==> config.mk <==
export PLATFORM = sky130hd
export DESIGN_NAME = slfr_chain
export DESIGN_NICKNAME = d
export VERILOG_FILES = /design/src/rtl/slfr_pkg.sv /design/src/rtl/slfr_cell.sv /design/src/rtl/slfr_chain.sv
export SDC_FILE = /design/constraint.sdc
export NUM_CORES = 2
export LEC_CHECK = 0
export BUFFER_PORTS_ARGS = -buffer_cell sky130_fd_sc_hd__buf_2
export CAP_MARGIN = 40
export CELL_PAD_IN_SITES_DETAIL_PLACEMENT = 1
export CELL_PAD_IN_SITES_GLOBAL_PLACEMENT = 1
export CORE_MARGIN = 2
export CORE_UTILIZATION = 50
export CTS_CLUSTER_DIAMETER = 150
export DETAILED_ROUTE_END_ITERATION = 8
export PLACE_DENSITY = 0.9
export SYNTH_ARGS = -nofsm -noshare
export SYNTH_HDL_FRONTEND = slang
export SYNTH_SLANG_ARGS = --single-unit
==> constraint.sdc <==
create_clock -name clk -period 1.8 [get_ports clk]
set_input_delay 0.45 -clock clk [delete_from_list [all_inputs] [get_ports clk]]
set_output_delay 0.45 -clock clk [all_outputs]
set_load 0.01 [all_outputs]
==> src/rtl/slfr_pkg.sv <==
package slfr_pkg;

	localparam int WORD_W     = 32;
	localparam int LONG_LAG   = 55;
	localparam int SHORT_LAG  = 24;
	localparam int LAG_SHORT  = (SHORT_LAG < LONG_LAG) ? SHORT_LAG : (LONG_LAG - 1);
	localparam int TAP_POS    = LONG_LAG - LAG_SHORT;
	localparam int POS_W      = $clog2(LONG_LAG);
	localparam int FILL_STEP  = 21 % LONG_LAG;
	localparam int WARM_STEPS = LONG_LAG * LONG_LAG;
	localparam int WARM_W     = $clog2(WARM_STEPS);
	localparam int DIV_STEPS  = WORD_W + 1;
	localparam int DIV_CNT_W  = $clog2(DIV_STEPS);

	typedef logic [WORD_W-1:0] word_t;
	typedef logic [POS_W-1:0]  pos_t;

	localparam word_t SEED_RESET   = 32'd1003156459;
	localparam word_t START_FRAC   = 32'd3139621093;
	localparam word_t SMALL_FRAC   = 32'd738734375;
	localparam word_t SEED_MIN     = 32'h8000_0000;
	localparam word_t SEED_MIN_MAG = 32'h7FFF_FFFF;

	typedef enum logic {
		OP_DRAW    = 1'b0,
		OP_RESTART = 1'b1
	} slfr_op_t;

	typedef enum logic [2:0] {
		ST_IDLE,
		ST_CLEAR,
		ST_DIV,
		ST_FILL,
		ST_ALIGN,
		ST_WARM,
		ST_DONE
	} slfr_state_t;

	typedef struct packed {
		logic shift;
		logic clear;
	} slfr_chain_ctl_t;

endpackage

==> src/rtl/slfr_cell.sv <==
module slfr_cell (
	input  logic                     clk,
	input  slfr_pkg::slfr_chain_ctl_t ctl,
	input  slfr_pkg::word_t          d,
	output slfr_pkg::word_t          q
);
	import slfr_pkg::*;

	word_t val_q;

	always_ff @(posedge clk) begin
		if (ctl.clear) begin
			val_q <= '0;
		end else if (ctl.shift) begin
			val_q <= d;
		end
	end

	assign q = val_q;

endmodule

==> src/rtl/slfr_chain.sv <==
module slfr_chain (
	input  logic                     clk,
	input  slfr_pkg::slfr_chain_ctl_t ctl,
	input  slfr_pkg::word_t          feed,
	output slfr_pkg::word_t          head,
	output slfr_pkg::word_t          tap
);
	import slfr_pkg::*;

	word_t val [LONG_LAG];

	for (genvar k = 0; k < LONG_LAG; k++) begin : g_cell
		if (k == LONG_LAG - 1) begin : g_last
			slfr_cell u_cell (
				.clk (clk),
				.ctl (ctl),
				.d   (feed),
				.q   (val[k])
			);
		end else begin : g_mid
			slfr_cell u_cell (
				.clk (clk),
				.ctl (ctl),
				.d   (val[k+1]),
				.q   (val[k])
			);
		end
	end

	assign head = val[0];
	assign tap  = val[TAP_POS];

endmodule

==> metrics.yaml <==
cts.clk_slew.worst_paths_ns: 0.07
totalWireLength_um: 194000
maxCapViolCount: 0
start_util: 0.502
ant_nets: 0
fin_ws_ns: -0.0168
yosys_warnings: 0
p_sw_mw: 19.1
met1Wirelength_um: 71600
grt_pass1_vias: 48154
hold_violations: 0
first_pass_iters: 5
synthArstFlopShare: 0
required_ns: 1.35
drive_above_1_share: 0.102
antennaDiodeCount: 0
numCtsBuffers: 172
setup_viol_count_final: 1
wl_met2_um: 103000
ios: 99
grt_pass1_wl_um: 289000
synth_cell_types: 10
yosys.area.top_type: "dfxtp_1"
routedWlPerCell_um: 25.6
grt_antenna_before_repair: 1
die_area_um2: 129000
startpoint_type: "register"
ys_seq_area_frac: 0.561
die_x_um: 359
clockPowerShare: 0.473
min_period_ns: 1.82
finalCritPeriodShare: 1.01
drt_iter0_drc: 3049
postCtsSetupRepairBufs: 0
critPathMaxFanout: 2
synth_top_area_share: 0.561
internal_power_mw: 61.4
critPathArrivalTime_ns: 1.37
dieHeight_um: 359
p_comb_frac: 0.042
slowest_delay_ns: 0.38
std_cell_rows: 130
status: "complete, but fails checks"
numPortBuffers: 98
route.met3.wl_um: 7430
grt_use_total: 0.288
synth.cell_area_um2: 62900
nets: 5821
crit_chain: "buf_2"
top_layer: "met5"
cts_buffer_depth: 3
syn_inst: 5672
relSlewSlack: 0.521
grt.overflow.total: 0
synth_top_cells_by_count: "1760 x dfxtp_1, 1760 x mux2i_1, 1760 x nor2_1"
final_util: 0.565
crit_family: "flip-flops"
violations: "setup timing"
synth_flop_cell: "dfxtp_1"
worst_pin_slew_ns: 0.718
root_buffer: "clkbuf_16"
fmax_mhz: 550
hp-class: "primary input to register"
gp_congestion: 0.733
clock-sinks: 1760
seq_power_share: 0.485
synth_area_per_cell_um2: 11.1
finClkSkew_ns: 0.0340
cts-htree-levels: 4
path_class: "register to output pin"
p_sw_frac: 0.238
worstSkewPairLatency_ns: 0.82
tritoncts: "built"
power.leakage_nw: 31.8
synth_edf_count: 0
synth_nets: 5707
ys_ff_latch: 1760
pre_cts_ws_ns: 0.113
n_fill_cell: 12891
areaGrowthSynthToFinish_pct: 12.7
coreArea_um2: 125000
worst-path-buf-inv: 1
ir_worst_vdd_v: 0.00116
slowest_stage: "dfxtp_1"
num_vias: 42619
dp_hpwl_um: 86900
vias_per_cell: 5.62
remaining_drc_errors: 0
power_density_nw_per_um2: 1140
slew_violations: 0
grt_max_degree: 102
end_kind: "output pin"
ys_top_cells_by_area: "dfxtp_1 56%, mux2i_1 28%, nor2_1 11%, buf_8 2.4%, buf_2 0.89%"
-- state kept, by name, indices dropped and copies added, names as in the netlist --
register                flops
g_cell.g_mid.u_cell.q    1728
g_cell.g_last.u_cell.q     32
-- timing repair --
item	CTS	global route
gates resized for setup	44	23
endpoints found under the setup margin	30	19
hold endpoints to repair	41	0
hold buffers	33	0
-- cell usage in the layout (no fill, tap or decap) --
master	count
clkinv_4	1
nor2_1	1760
dfxtp_2	32
dlygate4sd3_1	33
clkinvlp_4	2
buf_2	75
clkbuf_16	175
clkinv_8	3
mux2i_1	1760
clkinv_2	26
clkbuf_1	45
dfxtp_4	5
buf_12	85
inv_16	2
clkbuf_8	44
clkinv_16	1
inv_6	8
buf_6	9
bufinv_16	8
buf_4	130
dfxtp_1	1723
-- final timing paths --
check	startpoint	endpoint	slack, ns	cells past startpoint
max	g_cell[0].g_mid.u_cell.q[27]	head[27]	-0.02	1
min reg2reg	g_cell[37].g_mid.u_cell.q[10]	g_cell[36].g_mid.u_cell.q[10]	0.49	2
min	ctl[1]	g_cell[50].g_mid.u_cell.q[1]	0.24	4
max reg2reg	g_cell[35].g_mid.u_cell.q[4]	g_cell[34].g_mid.u_cell.q[4]	0.81	2
-- cells by family (layout without fill, tap and decap cells) --
group,Yosys count,in the layout,share of synthesized area
buf+inv,392,647,0.0540
flops,1760,1760,0.561
mux,1760,1760,0.280
simple gates,1760,1760,0.105
-- per-layer routing --
| metal | track usage | up-vias |
|---|---|---|
| met5 | 0 | - |
| met2 | 0.546 | 1416 |
| li1 | - | 19053 |
| met3 | 0.0441 | 719 |
| met4 | 0.161 | 2 |
| met1 | 0.300 | 21429 |
-- cell type report --
type,instances,area [um^2],share of cell area
Multi-Input combinational cell,3520,24200,0.342
Timing Repair Buffer,332,3480,0.0492
Clock buffer,264,5150,0.0728
Tap cell,1650,2060,0.0292
Clock inverter,51,583,0.00824
Sequential cell,1760,35300,0.498
-- per-stage QoR --
| stage | hold WS, ns | std cells | cell area [um^2] | power (mW) | setup TNS [ns] |
|---|---|---|---|---|---|
| global route | 0.243 | 7577 | 70800 | 82.3 | -0.0691 |
| global placement | 0.470 | 7229 | 64600 | 43.0 | 0 |
| floorplan | 0.460 | 5672 | 62900 | 42.6 | 0 |
| detailed placement | 0.484 | 7229 | 64600 | 43.1 | 0 |
| CTS | 0.214 | 7577 | 70700 | 79.9 | 0 |
| finish | 0.244 | 7577 | 70800 | 80.5 | -0.0168 |
-- power groups by stage --
| stage | clock [mW] | combinational (mW) | sequential, mW |
|---|---|---|---|
| 3_5_place_dp | 0 | 3.14 | 40.0 |
| 3_3_place_gp | 0 | 3.07 | 40.0 |
| 4_1_cts | 37.6 | 3.27 | 39.1 |
| 2_1_floorplan | 0 | 2.72 | 39.9 |
| 6_report | 38.1 | 3.36 | 39.1 |
| 5_1_grt | 39.8 | 3.49 | 39.1 |
(Power assumes the default switching activity.)
