`config.mk`:
```
export PLATFORM = sky130hd
export DESIGN_NAME = slfr_recip
export DESIGN_NICKNAME = d
export VERILOG_FILES = /design/src/rtl/slfr_pkg.sv /design/src/rtl/slfr_recip.sv
export SDC_FILE = /design/constraint.sdc
export NUM_CORES = 1
export LEC_CHECK = 0
export BUFFER_PORTS_ARGS = -buffer_cell sky130_fd_sc_hd__buf_2
export CAP_MARGIN = 25
export CORE_MARGIN = 1.5
export CORE_UTILIZATION = 54
export DETAILED_ROUTE_END_ITERATION = 6
export PLACE_DENSITY = 0.84
export SLEW_MARGIN = 15
export SYNTH_ARGS = -nofsm -noshare
export SYNTH_HDL_FRONTEND = slang
export SYNTH_SLANG_ARGS = --single-unit
export TNS_END_PERCENT = 1
```
`constraint.sdc`:
```
create_clock -name clk -period 3.9 [get_ports clk]
set_clock_uncertainty 0.15 [all_clocks]
set_input_delay 0.585 -clock clk [delete_from_list [all_inputs] [get_ports clk]]
set_output_delay 0.585 -clock clk [all_outputs]
set_load 0.01 [all_outputs]
```
`src/rtl/slfr_pkg.sv`:
```
package slfr_pkg;

	localparam int WORD_W     = 32;
	localparam int LONG_LAG   = 55;
	localparam int SHORT_LAG  = 24;
	localparam int LAG_SHORT  = (SHORT_LAG < LONG_LAG) ? SHORT_LAG : (LONG_LAG - 1);
	localparam int TAP_POS    = LONG_LAG - LAG_SHORT;
	localparam int POS_W      = $clog2(LONG_LAG);
	localparam int FILL_STEP  = 21 % LONG_LAG;
	localparam int WARM_STEPS = LONG_LAG * LONG_LAG;
	localparam int WARM_W     = $clog2(WARM_STEPS);
	localparam int DIV_STEPS  = WORD_W + 1;
	localparam int DIV_CNT_W  = $clog2(DIV_STEPS);

	typedef logic [WORD_W-1:0] word_t;
	typedef logic [POS_W-1:0]  pos_t;

	localparam word_t SEED_RESET   = 32'd1003156459;
	localparam word_t START_FRAC   = 32'd3139621093;
	localparam word_t SMALL_FRAC   = 32'd738734375;
	localparam word_t SEED_MIN     = 32'h8000_0000;
	localparam word_t SEED_MIN_MAG = 32'h7FFF_FFFF;

	typedef enum logic {
		OP_DRAW    = 1'b0,
		OP_RESTART = 1'b1
	} slfr_op_t;

	typedef enum logic [2:0] {
		ST_IDLE,
		ST_CLEAR,
		ST_DIV,
		ST_FILL,
		ST_ALIGN,
		ST_WARM,
		ST_DONE
	} slfr_state_t;

	typedef struct packed {
		logic shift;
		logic clear;
	} slfr_chain_ctl_t;

endpackage

```
`src/rtl/slfr_recip.sv`:
```
module slfr_recip (
	input  logic            clk,
	input  logic            arst_n,
	input  logic            start,
	input  slfr_pkg::word_t magnitude,
	output logic            done,
	output slfr_pkg::word_t recip
);
	import slfr_pkg::*;

	logic                 run_q;
	logic                 done_q;
	logic [DIV_CNT_W-1:0] cnt_q;
	word_t                rem_q;
	word_t                quo_q;
	word_t                div_q;
	logic [WORD_W:0]      trial;
	logic                 fits;
	logic                 last;

	assign trial = {rem_q, (cnt_q == '0)};
	assign fits  = trial >= {1'b0, div_q};
	assign last  = cnt_q == DIV_CNT_W'(DIV_STEPS - 1);

	always_ff @(posedge clk or negedge arst_n) begin
		if (!arst_n) begin
			run_q  <= 1'b0;
			done_q <= 1'b0;
		end else begin
			done_q <= run_q && last;
			if (start) begin
				run_q <= 1'b1;
			end else if (run_q && last) begin
				run_q <= 1'b0;
			end
		end
	end

	always_ff @(posedge clk) begin
		if (start) begin
			rem_q <= '0;
			quo_q <= '0;
			div_q <= magnitude;
			cnt_q <= '0;
		end else if (run_q) begin
			rem_q <= fits ? WORD_W'(trial - {1'b0, div_q}) : trial[WORD_W-1:0];
			quo_q <= {quo_q[WORD_W-2:0], fits};
			cnt_q <= cnt_q + 1'b1;
		end
	end

	assign done  = done_q;
	assign recip = (div_q > word_t'(1)) ? quo_q : SMALL_FRAC;

endmodule

```
==> metrics <==
Die Span X=109 microns; CP startpoint kind=flop; Critical-path top delay cell=or4_4; cells after synthesis=662; die height=109 microns; HP Start=magnitude[0]; total I/O pin count=68; routability-driven placement congestion ratio=0.898; wire per inst=15.3 microns; Clock Latency Late Sink=0.36 ns; Clock Sinks=104; worst setup margin=0.204 ns; grt total ovfl=0; layout cells sized above 1=0.167; Post-synth EDFFs=32; worst min path class=in -> reg; fill cell total of the finished layout=927; Worst setup EP type=flop; CTS tree=built; Cells on Worst Hold Path=1; WP data arrival=3.82 ns; Tmin final=3.70 ns; area occupied by multi-input gates=3380 sq um; Avg Cell Area, Syn=9.23 sq um; final hold violation count=0; Die ar.=12,000 sq um; clock share of power=0.399; Starting Density=0.559; Final setup viols=0; IO Port Bufs=67; Seq/Total Area, Yosys=0.395; CTS Root Buffer Type=clkbuf_16; number of global-route vias before repair=4,646; max_cap viols=0; reg2reg setup slack=0.20 ns; syn nets=732; Setup TNS=0 ns; Slew headroom=0.502; antenna violations before repair=0; final net count=782; Crit Reg-Reg Endpoint=rem_q[30]; Cell Rows=38; RSZ-0062 raised after global routing=no; #FFs+latches synth=104; P&R area growth vs syn=12.4%; first-pass GRT wire length=21.5 mm; Place WS=0.0199 ns; register cell area after layout=2420 sq um; Residual DRC=0; share of flip-flops with an asynchronous set or reset=0.0192; antenna cells=0; Post-Syn Area=6110 sq um; max incr delay on CP=0.51 ns; H-tree depth=3; Via density=5.72; final WL=13.1 mm; Setup CP Type=reg -> reg; worst-path fanout max=4; DR iter-0 viols=239; antenna viol nets, final=0; DP HPWL=9.45 mm; Reg power frac=0.502; Int Power=0.00175 W; Bufs on Longest Clock Path=2; Sw Ratio=0.251; hold path endpoint=div_q[0]; reg2reg start=cnt_q[1]; fmax=271 MHz; Synth cell types=59; final period utilization=0.948; Comb pwr share=0.099; P_leak=3.52 nW; Max VDD drop=0.366 mV; CP cell instances=inv_1 > ha_1 > nor4b_2 > nand2b_1 > ha_1 > inv_1 > fa_1 > a211o_1 > a21oi_4 > o21ai_2 > o31ai_4 > a41oi_2 > and4_4 > or4_4 > a311oi_2; Core Area=10,900 sq um; DRT Pass-1 Iters=5; Critical Path RT=4.03 ns; switching power=0.000586 W; total number of vias=4,900; CTS buffer count=9; pin count of the biggest net entering global routing=74; count of warnings emitted by yosys=0; clock slew at reported path FFs=0.07 ns; R2R depth=15; Tot GR Track Use=0.229; worst slew pin tran=0.747 ns; Slew Limit Fails=0; Top FF cell, synth=dfxtp_1; P per Cell Area=340 nW/um^2; status=finished, final reports clean
## worst max-delay path by stage
stage	start	to
after CTS	cnt_q[1]	rem_q[30]
final	cnt_q[1]	rem_q[30]
after global placement	cnt_q[1]	rem_q[30]
after floorplan	cnt_q[0]	rem_q[30]
after global routing	cnt_q[1]	rem_q[30]
after detailed placement	cnt_q[1]	rem_q[30]
## registers in the layout, summed over array words and instances (netlist names)
name,flops
quo_q,32
run_q,1
done,1
div_q,32
rem_q,32
cnt_q,6
## cell usage in the layout, fill, tap and decap left out, types with 20 or more instances in the layout
cell type   n
a211oi_1   32
a21oi_1    36
buf_2      66
dfxtp_1    69
edfxtp_1   32
ha_1       34
inv_1      42
mux2i_1    59
nand2_1    34
nor2_1     82
nor2b_1    24
xnor2_1    20
## per-layer routing
| layer | vias to the layer above | wire length [microns] | track usage |
|---|---|---|---|
| met4 | 0 | 214 | 0.0835 |
| met5 | - | 0 | 0 |
| met1 | 2310 | 5780 | 0.286 |
| met2 | 109 | 6440 | 0.385 |
| met3 | 23 | 631 | 0.0545 |
| li1 | 2458 | - | - |
## area by class of cell
cell class                 count  area share
clock buffer                  11      0.0384
clock inverter                 5     0.00783
inverter                      42      0.0229
multi-input combinational    479       0.492
sequential                   104       0.352
tap                          140      0.0255
timing repair buffer          76      0.0612
## power by group through the flow
| stage | logic (W) | registers (W) | clock network (W) |
|---|---|---|---|
| after floorplan | 0.000164 | 0.00119 | 0 |
| after global placement | 0.000219 | 0.00119 | 0 |
| after detailed placement | 0.000226 | 0.00120 | 0 |
| after CTS | 0.000230 | 0.00117 | 0.000959 |
| after global routing | 0.000259 | 0.00118 | 0.00101 |
| final | 0.000232 | 0.00117 | 0.000932 |
## synth_stat cells, types with 3 or more instances
master | n | area (sq um)
a211oi_1 | 32 | 240
a21o_1 | 19 | 143
a21oi_1 | 36 | 180
and4_1 | 3 | 26.3
buf_1 | 6 | 22.5
clkbuf_1 | 27 | 101
dfxtp_1 | 70 | 1400
edfxtp_1 | 32 | 961
ha_1 | 34 | 425
inv_1 | 42 | 158
mux2i_1 | 59 | 591
nand2_1 | 34 | 128
nand2b_1 | 5 | 31.3
nand3_1 | 5 | 25.0
nand4_1 | 12 | 75.1
nor2_1 | 82 | 308
nor2b_1 | 24 | 150
nor3_1 | 7 | 35.0
nor4_1 | 8 | 50.1
o21a_1 | 5 | 37.5
o21ai_0 | 19 | 95.1
o21bai_1 | 5 | 37.5
o22ai_1 | 3 | 18.8
o31ai_1 | 4 | 30.0
or2_2 | 12 | 75.1
or3_1 | 3 | 18.8
xnor2_1 | 20 | 175
xor2_1 | 11 | 96.3
## metrics by stage
stage	utilization	hold WS, ns	power (W)	instance area (sq um)	instances
CTS	0.627	0.236	0.00236	6860	857
detailed placement	0.597	0.230	0.00142	6520	840
global route	0.628	0.229	0.00244	6870	857
floorplan	-	0.139	0.00135	6110	662
global placement	0.597	0.228	0.00141	6520	840
finish	0.628	0.249	0.00234	6870	857
## kinds of logic (layout without fill, tap and decap cells)
family                   after synthesis  after routing  synth area share
AND/OR/NAND/NOR                      205            205             0.164
multiplexers                          60             60            0.0984
XOR/XNOR                              31             31            0.0444
adder cells (fa/ha/maj)               35             35            0.0729
flip-flops                           104            104             0.395
buffers and inverters                 79            134            0.0563
AO/OA/AOI/OAI                        148            148             0.170
## worst max-delay path: cells and delay by family, from the launching register on
kind / cells / cell delay (ns)
AND/OR/NAND/NOR: 4 / 0.98
buffers and inverters: 2 / 0.11
adder cells (fa/ha/maj): 3 / 0.77
flip-flops: 1 / 0.35
AO/OA/AOI/OAI: 6 / 1.25
## repair_timing
item                                    CTS  global route
pin swaps                                 0             2
gates resized for setup                   1             4
setup buffers                             0             0
endpoints found under the setup margin    1             6
hold buffers                              1             0
hold endpoints to repair                  2             0
Note: power is estimated with default switching activity, not from simulation.
